## config.mk

```make
export PLATFORM = sky130hd
export DESIGN_NAME = sprom_crc8_validator
export DESIGN_NICKNAME = d
export VERILOG_FILES = /design/src/rtl/core/scv_pkg.sv /design/src/rtl/core/scv_fold.sv /design/src/rtl/core/sprom_crc8_validator.sv
export SDC_FILE = /design/constraint.sdc
export NUM_CORES = 1
export LEC_CHECK = 0
export ABC_AREA = 1
export BUFFER_PORTS_ARGS = -buffer_cell sky130_fd_sc_hd__buf_2
export CORE_MARGIN = 3
export CORE_UTILIZATION = 58
export CTS_BUF_LIST = sky130_fd_sc_hd__clkbuf_4 sky130_fd_sc_hd__clkbuf_8
export DETAILED_ROUTE_END_ITERATION = 8
export PLACE_DENSITY = 0.84
export RECOVER_POWER = 25
export SYNTH_ARGS = -nofsm -noshare
export SYNTH_HDL_FRONTEND = slang
export SYNTH_HIERARCHICAL = 1
export SYNTH_SLANG_ARGS = --single-unit
```

## constraint.sdc

```tcl
create_clock -name clk_i -period 2.6 [get_ports clk_i]
set_input_delay 0.52 -clock clk_i [delete_from_list [all_inputs] [get_ports clk_i]]
set_output_delay 0.52 -clock clk_i [all_outputs]
set_load 0.02 [all_outputs]
```

## src/rtl/core/scv_pkg.sv

```systemverilog
// ----------------------------------------------------------------------------
// scv_pkg
// Shared types, constants and the CRC-8 lookup table of the image validator.
// ----------------------------------------------------------------------------
`default_nettype none

package scv_pkg;

  localparam int unsigned ByteW = 8;
  localparam int unsigned WordW = 16;

  localparam logic [ByteW-1:0] CrcInit = 8'hFF;
  localparam logic [ByteW-1:0] RevLow  = 8'd8;
  localparam logic [ByteW-1:0] RevHigh = 8'd9;

  typedef enum logic [1:0] {
    ST_VALID   = 2'd0,
    ST_CRC_BAD = 2'd1,
    ST_REV_BAD = 2'd2
  } status_e;

  typedef struct packed {
    status_e          status;
    logic [ByteW-1:0] crc;
    logic [ByteW-1:0] revision;
  } result_t;

  localparam logic [ByteW-1:0] CrcLut [256] = '{
    8'h00, 8'hF7, 8'hB9, 8'h4E, 8'h25, 8'hD2, 8'h9C, 8'h6B,
    8'h4A, 8'hBD, 8'hF3, 8'h04, 8'h6F, 8'h98, 8'hD6, 8'h21,
    8'h94, 8'h63, 8'h2D, 8'hDA, 8'hB1, 8'h46, 8'h08, 8'hFF,
    8'hDE, 8'h29, 8'h67, 8'h90, 8'hFB, 8'h0C, 8'h42, 8'hB5,
    8'h7F, 8'h88, 8'hC6, 8'h31, 8'h5A, 8'hAD, 8'hE3, 8'h14,
    8'h35, 8'hC2, 8'h8C, 8'h7B, 8'h10, 8'hE7, 8'hA9, 8'h5E,
    8'hEB, 8'h1C, 8'h52, 8'hA5, 8'hCE, 8'h39, 8'h77, 8'h80,
    8'hA1, 8'h56, 8'h18, 8'hEF, 8'h84, 8'h73, 8'h3D, 8'hCA,
    8'hFE, 8'h09, 8'h47, 8'hB0, 8'hDB, 8'h2C, 8'h62, 8'h95,
    8'hB4, 8'h43, 8'h0D, 8'hFA, 8'h91, 8'h66, 8'h28, 8'hDF,
    8'h6A, 8'h9D, 8'hD3, 8'h24, 8'h4F, 8'hB8, 8'hF6, 8'h01,
    8'h20, 8'hD7, 8'h99, 8'h6E, 8'h05, 8'hF2, 8'hBC, 8'h4B,
    8'h81, 8'h76, 8'h38, 8'hCF, 8'hA4, 8'h53, 8'h1D, 8'hEA,
    8'hCB, 8'h3C, 8'h72, 8'h85, 8'hEE, 8'h19, 8'h57, 8'hA0,
    8'h15, 8'hE2, 8'hAC, 8'h5B, 8'h30, 8'hC7, 8'h89, 8'h7E,
    8'h5F, 8'hA8, 8'hE6, 8'h11, 8'h7A, 8'h8D, 8'hC3, 8'h34,
    8'hAB, 8'h5C, 8'h12, 8'hE5, 8'h8E, 8'h79, 8'h37, 8'hC0,
    8'hE1, 8'h16, 8'h58, 8'hAF, 8'hC4, 8'h33, 8'h7D, 8'h8A,
    8'h3F, 8'hC8, 8'h86, 8'h71, 8'h1A, 8'hED, 8'hA3, 8'h54,
    8'h75, 8'h82, 8'hCC, 8'h3B, 8'h50, 8'hA7, 8'hE9, 8'h1E,
    8'hD4, 8'h23, 8'h6D, 8'h9A, 8'hF1, 8'h06, 8'h48, 8'hBF,
    8'h9E, 8'h69, 8'h27, 8'hD0, 8'hBB, 8'h4C, 8'h02, 8'hF5,
    8'h40, 8'hB7, 8'hF9, 8'h0E, 8'h65, 8'h92, 8'hDC, 8'h2B,
    8'h0A, 8'hFD, 8'hB3, 8'h44, 8'h2F, 8'hD8, 8'h96, 8'h61,
    8'h55, 8'hA2, 8'hEC, 8'h1B, 8'h70, 8'h87, 8'hC9, 8'h3E,
    8'h1F, 8'hE8, 8'hA6, 8'h51, 8'h3A, 8'hCD, 8'h83, 8'h74,
    8'hC1, 8'h36, 8'h78, 8'h8F, 8'hE4, 8'h13, 8'h5D, 8'hAA,
    8'h8B, 8'h7C, 8'h32, 8'hC5, 8'hAE, 8'h59, 8'h17, 8'hE0,
    8'h2A, 8'hDD, 8'h93, 8'h64, 8'h0F, 8'hF8, 8'hB6, 8'h41,
    8'h60, 8'h97, 8'hD9, 8'h2E, 8'h45, 8'hB2, 8'hFC, 8'h0B,
    8'hBE, 8'h49, 8'h07, 8'hF0, 8'h9B, 8'h6C, 8'h22, 8'hD5,
    8'hF4, 8'h03, 8'h4D, 8'hBA, 8'hD1, 8'h26, 8'h68, 8'h9F
  };

endpackage

`default_nettype wire

```

## src/rtl/core/scv_fold.sv

```systemverilog
// ----------------------------------------------------------------------------
// scv_fold
// Folds one image word into the running CRC-8, or only the low byte of a final
// word, and builds the check result for a final word.
// ----------------------------------------------------------------------------
`default_nettype none

module scv_fold (
  input  wire logic [scv_pkg::ByteW-1:0] crc_i,
  input  wire logic [scv_pkg::WordW-1:0] word_i,
  input  wire logic                      last_i,
  output logic      [scv_pkg::ByteW-1:0] next_crc_o,
  output scv_pkg::result_t               res_o
);

  logic [scv_pkg::ByteW-1:0] lo;
  logic [scv_pkg::ByteW-1:0] hi;
  logic [scv_pkg::ByteW-1:0] crc_lo;
  logic [scv_pkg::ByteW-1:0] crc_hi;
  logic [scv_pkg::ByteW-1:0] crc_fin;
  logic                      rev_ok;

  assign lo      = word_i[scv_pkg::ByteW-1:0];
  assign hi      = word_i[scv_pkg::WordW-1:scv_pkg::ByteW];
  assign crc_lo  = scv_pkg::CrcLut[crc_i ^ lo];
  assign crc_hi  = scv_pkg::CrcLut[crc_lo ^ hi];
  assign crc_fin = crc_lo ^ scv_pkg::CrcInit;
  assign rev_ok  = (lo == scv_pkg::RevLow) || (lo == scv_pkg::RevHigh);

  assign next_crc_o = last_i ? scv_pkg::CrcInit : crc_hi;

  always_comb begin
    res_o.crc      = crc_fin;
    res_o.revision = lo;
    priority if (crc_fin != hi) begin
      res_o.status = scv_pkg::ST_CRC_BAD;
    end else if (!rev_ok) begin
      res_o.status = scv_pkg::ST_REV_BAD;
    end else begin
      res_o.status = scv_pkg::ST_VALID;
    end
  end

endmodule

`default_nettype wire

```

## src/rtl/core/sprom_crc8_validator.sv

```systemverilog
// ----------------------------------------------------------------------------
// sprom_crc8_validator
// CRC-8 check of a configuration image streamed as 16-bit words.
// ----------------------------------------------------------------------------
// One image word is taken per clock cycle, without gaps, as long as the result
// side keeps up. Each word passes an input register, then two chained 256-entry
// table lookups fold its low and high byte into the running CRC. A final word
// folds only its low byte; its high byte is the expected CRC. Only the final word
// of an image produces a transfer on the result side, via the input register and
// then the output register; the result waits there while words keep flowing,
// up to the next final word. The CRC returns to 0xFF after each final word.
`default_nettype none

module sprom_crc8_validator (
  input  wire logic        clk_i,
  input  wire logic        rst_ni,
  input  wire logic        in_valid_i,
  output logic             in_stall_o,
  input  wire logic [15:0] image_word_i,
  input  wire logic        last_word_i,
  output logic             out_valid_o,
  input  wire logic        out_stall_i,
  output logic      [1:0]  status_o,
  output logic      [7:0]  computed_crc_o,
  output logic      [7:0]  revision_o
);

  logic                      in_valid_d, in_valid_q;
  logic [scv_pkg::WordW-1:0] word_q;
  logic                      last_q;
  logic [scv_pkg::ByteW-1:0] crc_d, crc_q;
  logic                      out_valid_d, out_valid_q;
  scv_pkg::result_t          res_q;

  logic                      in_xfer;
  logic                      out_free;
  logic                      advance;
  logic                      emit;
  logic [scv_pkg::ByteW-1:0] next_crc;
  scv_pkg::result_t          res;

  scv_fold u_fold (
    .crc_i      (crc_q),
    .word_i     (word_q),
    .last_i     (last_q),
    .next_crc_o (next_crc),
    .res_o      (res)
  );

  assign out_free   = !out_valid_q || !out_stall_i;
  assign advance    = in_valid_q && (!last_q || out_free);
  assign emit       = advance && last_q;
  assign in_stall_o = in_valid_q && !advance;
  assign in_xfer    = in_valid_i && !in_stall_o;

  assign in_valid_d  = in_xfer || (in_valid_q && !advance);
  assign crc_d       = advance ? next_crc : crc_q;
  assign out_valid_d = emit || (out_valid_q && out_stall_i);

  always_ff @(posedge clk_i or negedge rst_ni) begin
    if (!rst_ni) begin
      in_valid_q  <= 1'b0;
      crc_q       <= scv_pkg::CrcInit;
      out_valid_q <= 1'b0;
    end else begin
      in_valid_q  <= in_valid_d;
      crc_q       <= crc_d;
      out_valid_q <= out_valid_d;
    end
  end

  always_ff @(posedge clk_i) begin
    if (in_xfer) begin
      word_q <= image_word_i;
      last_q <= last_word_i;
    end
    if (emit) begin
      res_q <= res;
    end
  end

  assign out_valid_o    = out_valid_q;
  assign status_o       = res_q.status;
  assign computed_crc_o = res_q.crc;
  assign revision_o     = res_q.revision;

`ifndef ASSERT_OFF
  a_stall_needs_item: assert property (@(posedge clk_i) disable iff (!rst_ni)
    in_stall_o |-> in_valid_q && last_q && out_valid_q)
    else $error("input stalled without a held final word");

  a_crc_restart: assert property (@(posedge clk_i) disable iff (!rst_ni)
    emit |=> crc_q == scv_pkg::CrcInit)
    else $error("running CRC not restarted after final word");

  a_no_code3: assert property (@(posedge clk_i) disable iff (!rst_ni)
    out_valid_o |-> status_o == scv_pkg::ST_VALID || status_o == scv_pkg::ST_CRC_BAD ||
      status_o == scv_pkg::ST_REV_BAD)
    else $error("undefined status code");

  a_valid_rev: assert property (@(posedge clk_i) disable iff (!rst_ni)
    out_valid_o && status_o == scv_pkg::ST_VALID |->
      revision_o == scv_pkg::RevLow || revision_o == scv_pkg::RevHigh)
    else $error("valid status with unsupported revision");
`endif

endmodule

`default_nettype wire
```

==> flow_metrics.py <==
metrics = {
    "grt": {
        "grt_max_degree": 19,
        "grt_pass1_wl_um": 9610,
        "grt_pass1_vias": 2152,
        "grt_use_total_pct": 22.7,
        "gr-total-overflow": 0,
        "antenna_found_initial": 0,
    },
    "sta": {
        "drv_slew": 0,
        "finalHoldViolations": 0,
        "setup_viol": 0,
        "min_period_ps": 2380,
        "setup-tns-final_ps": 0,
        "rsz0062_at_grt": "false",
        "tightest_slew_ps": 577,
        "max_slew_margin_pct": 61.5,
        "clock-skew-final_ps": 12.2,
        "fin_crit_sh_pct": 91.7,
        "fmax_mhz": 419,
    },
    "die": {
        "die_height_um": 75.3,
        "core_area_um2": 4500,
        "start_util_pct": 61.9,
        "pin_count": 41,
        "design.die.area_um2": 5670,
        "rows": 24,
        "chipWidth_um": 75.3,
    },
    "critical_path": {
        "cp.required_ps": 2850,
        "cp-end-kind": "flip-flop",
        "cp-startpoint": "crc_q[7]$_DFFE_PN1P_",
        "worstPathMaxFanout": 7,
        "reg2reg_from": "crc_q[7]$_DFFE_PN1P_",
        "startpoint_type": "flip-flop",
        "worstSetupPathType": "reg -> reg",
        "rr_worst_depth": 18,
        "cp.arrival_ps": 2640,
    },
    "yosys": {
        "ys.flop_type": "edfxtp_1",
        "synth_common_cells": "nand2_1 (128), nand3_1 (51), edfxtp_1 (35)",
        "avgSynthCellArea_um2": 8.34,
        "syn_nets": 355,
        "yosys.area.top_type": "edfxtp_1",
        "synth.most_common_cell": "nand2_1",
        "synth_edf_count": 35,
        "synth.cell_area_um2": 2790,
        "synth_cells": 334,
        "yosysUniqueCellTypes": 29,
        "synth_top_area_share_pct": 37.7,
        "yosys-top-cells-area": "edfxtp_1 (38%), nand2_1 (17%), nand3_1 (9.2%)",
        "yosys_warnings": 6,
        "yosysSeqAreaShare_pct": 47.1,
        "synth_seq_cells": 45,
        "async_reset_ff_share_pct": 22.2,
    },
    "detailed_routing": {
        "wirelength_um": 6010,
        "drc_errors": 0,
        "drtPass1Iterations": 4,
        "post_drt_wl_per_cell_um": 14.1,
        "num_vias": 2317,
        "avgViaCountPerCell": 5.43,
        "ant_nets": 0,
        "drtIter0Drc": 203,
    },
    "placed_design": {
        "dp_hpwl_um": 4680,
        "port-buffer-count": 40,
        "gp_congestion": 0.958,
        "dpl_cell_area_um2": 3000,
    },
    "clock_network": {
        "clk_latency_ps": 310,
        "ctsHtreeMaxLevel": 2,
        "cts_tree": "built",
        "cts_root_buffer": "clkbuf_8",
        "clkTransAtPathRegs_ps": 90,
        "cts_buffers": 5,
        "clk_path_buf_depth": 2,
        "cts_sinks": 45,
    },
    "layout": {
        "finalInstanceArea_um2": 3100,
        "area_delta_synth_final_pct": 11.3,
        "drive_gt1_share_pct": 30.9,
        "fill_cells": 351,
        "antenna_cells": 0,
        "nets": 395,
    },
    "power": {
        "pwr_density_cell_nw_per_um2": 1390,
        "p_leak_nw": 1.55,
        "ir_worst_vdd_uv": 1010,
    },
    "status": {
        "status": "complete, no violations",
    },
    "worst_hold_path": {
        "hold_path_class": "in -> async",
    },
    "job": {
        "max_cap_violations": 0,
    },
}
==> final cells by class <==
type	count	area [um^2]	area share, %
repair buffers	43	221	7.14
clock buffers	6	82.6	2.66
well taps	52	65.1	2.10
clock inverters	2	17.5	0.565
flip-flops and latches	45	1310	42.3
inverters	38	148	4.76
multi-input cells	241	1260	40.5
==> power breakdown <==
| group | internal, mW | switching, mW |
|---|---|---|
| clock network | 0.221 | 0.249 |
| registers | 1.00 | 0.104 |
| logic | 0.908 | 1.82 |
==> path summary, 6_finish.rpt <==
check | endpoint | slack, ps
setup / recovery | crc_q[5]$_DFFE_PN1P_ | 220
hold / removal | in_valid_q$_DFF_PN0_ | 170
setup reg to reg | crc_q[5]$_DFFE_PN1P_ | 220
hold reg to reg | crc_q[4]$_DFFE_PN1P_ | 490
max in group asynchronous | crc_q[2]$_DFFE_PN1P_ | 2050
min in group clk_i | word_q[7]$_DFFE_PP_ | 380
==> cell usage in the layout, fill, tap and decap left out, types with 2 or more instances in the layout <==
| cell | n |
|---|---|
| inv_2 | 7 |
| nand3_2 | 7 |
| clkinv_4 | 2 |
| inv_1 | 30 |
| xor2_1 | 2 |
| edfxtp_1 | 35 |
| nand2_2 | 28 |
| buf_2 | 39 |
| nand3_1 | 51 |
| dfstp_2 | 8 |
| dfrtp_1 | 2 |
| clkbuf_8 | 6 |
| nand4_1 | 2 |
| buf_4 | 3 |
| xnor2_2 | 2 |
| nand2_1 | 128 |
| nand2_4 | 6 |
| nor3_1 | 2 |
==> per-layer routing <==
metal | track usage [%] | wire [um] | vias to the layer above | part of all wire (%)
met4 | 8.74 | 127 | 0 | 2.1
met2 | 39.0 | 3010 | 68 | 50
li1 | - | - | 1149 | -
met5 | 0 | 0 | - | 0
met3 | 5.01 | 364 | 11 | 6.1
met1 | 27.9 | 2510 | 1089 | 42
==> state kept, by name, indices dropped and copies added (netlist names) <==
register / flops
word_q: 16
computed_crc_o: 8
crc_q: 8
revision_o: 8
status_o: 2
in_valid_q: 1
last_q: 1
out_valid_o: 1
==> timing repair <==
item / 4_1_cts / 5_1_grt
buffers inserted: 0 / 0
endpoints found under the setup margin: 0 / 1
hold endpoints to repair: 0 / 0
hold buffers: 0 / 0
gates resized for setup: 0 / 1
==> cell families after synthesis <==
kind of cell / count (synthesis) / synth area share (%)
and+or+nand+nor: 232 / 40.8
buffers and inverters: 48 / 8.13
DFF: 45 / 47.1
xor gates and xnor gates: 7 / 3.41
AOI/OAI and AO/OA: 2 / 0.629
==> through the flow <==
stage	instances	power (mW)	hold slack, ps	setup slack, ps	utilization (%)
finish	427	4.31	171	216	68.9
global route	427	4.70	176	15.2	68.9
detailed placement	419	3.82	391	241	66.5
global placement	419	3.71	385	323	66.5
CTS	427	4.30	49.2	220	68.7
floorplan	334	3.27	224	657	-
==> worst max-delay path, cell delays in order (launching register included) <==
cell     delay (ps)
dfstp_2         560
nand2_1         100
nand2_4         160
inv_2           100
nand2_1          80
nand2_2          90
inv_2            80
nand3_1         130
nand2_2         120
nand2_1          60
nand2_1         130
nand3_1         130
nand2_2         110
inv_1            60
nand3_2          80
nand3_1          70
nand3_1         100
nand3_1          80
nand2_1         100
(Power assumes the default switching activity.)
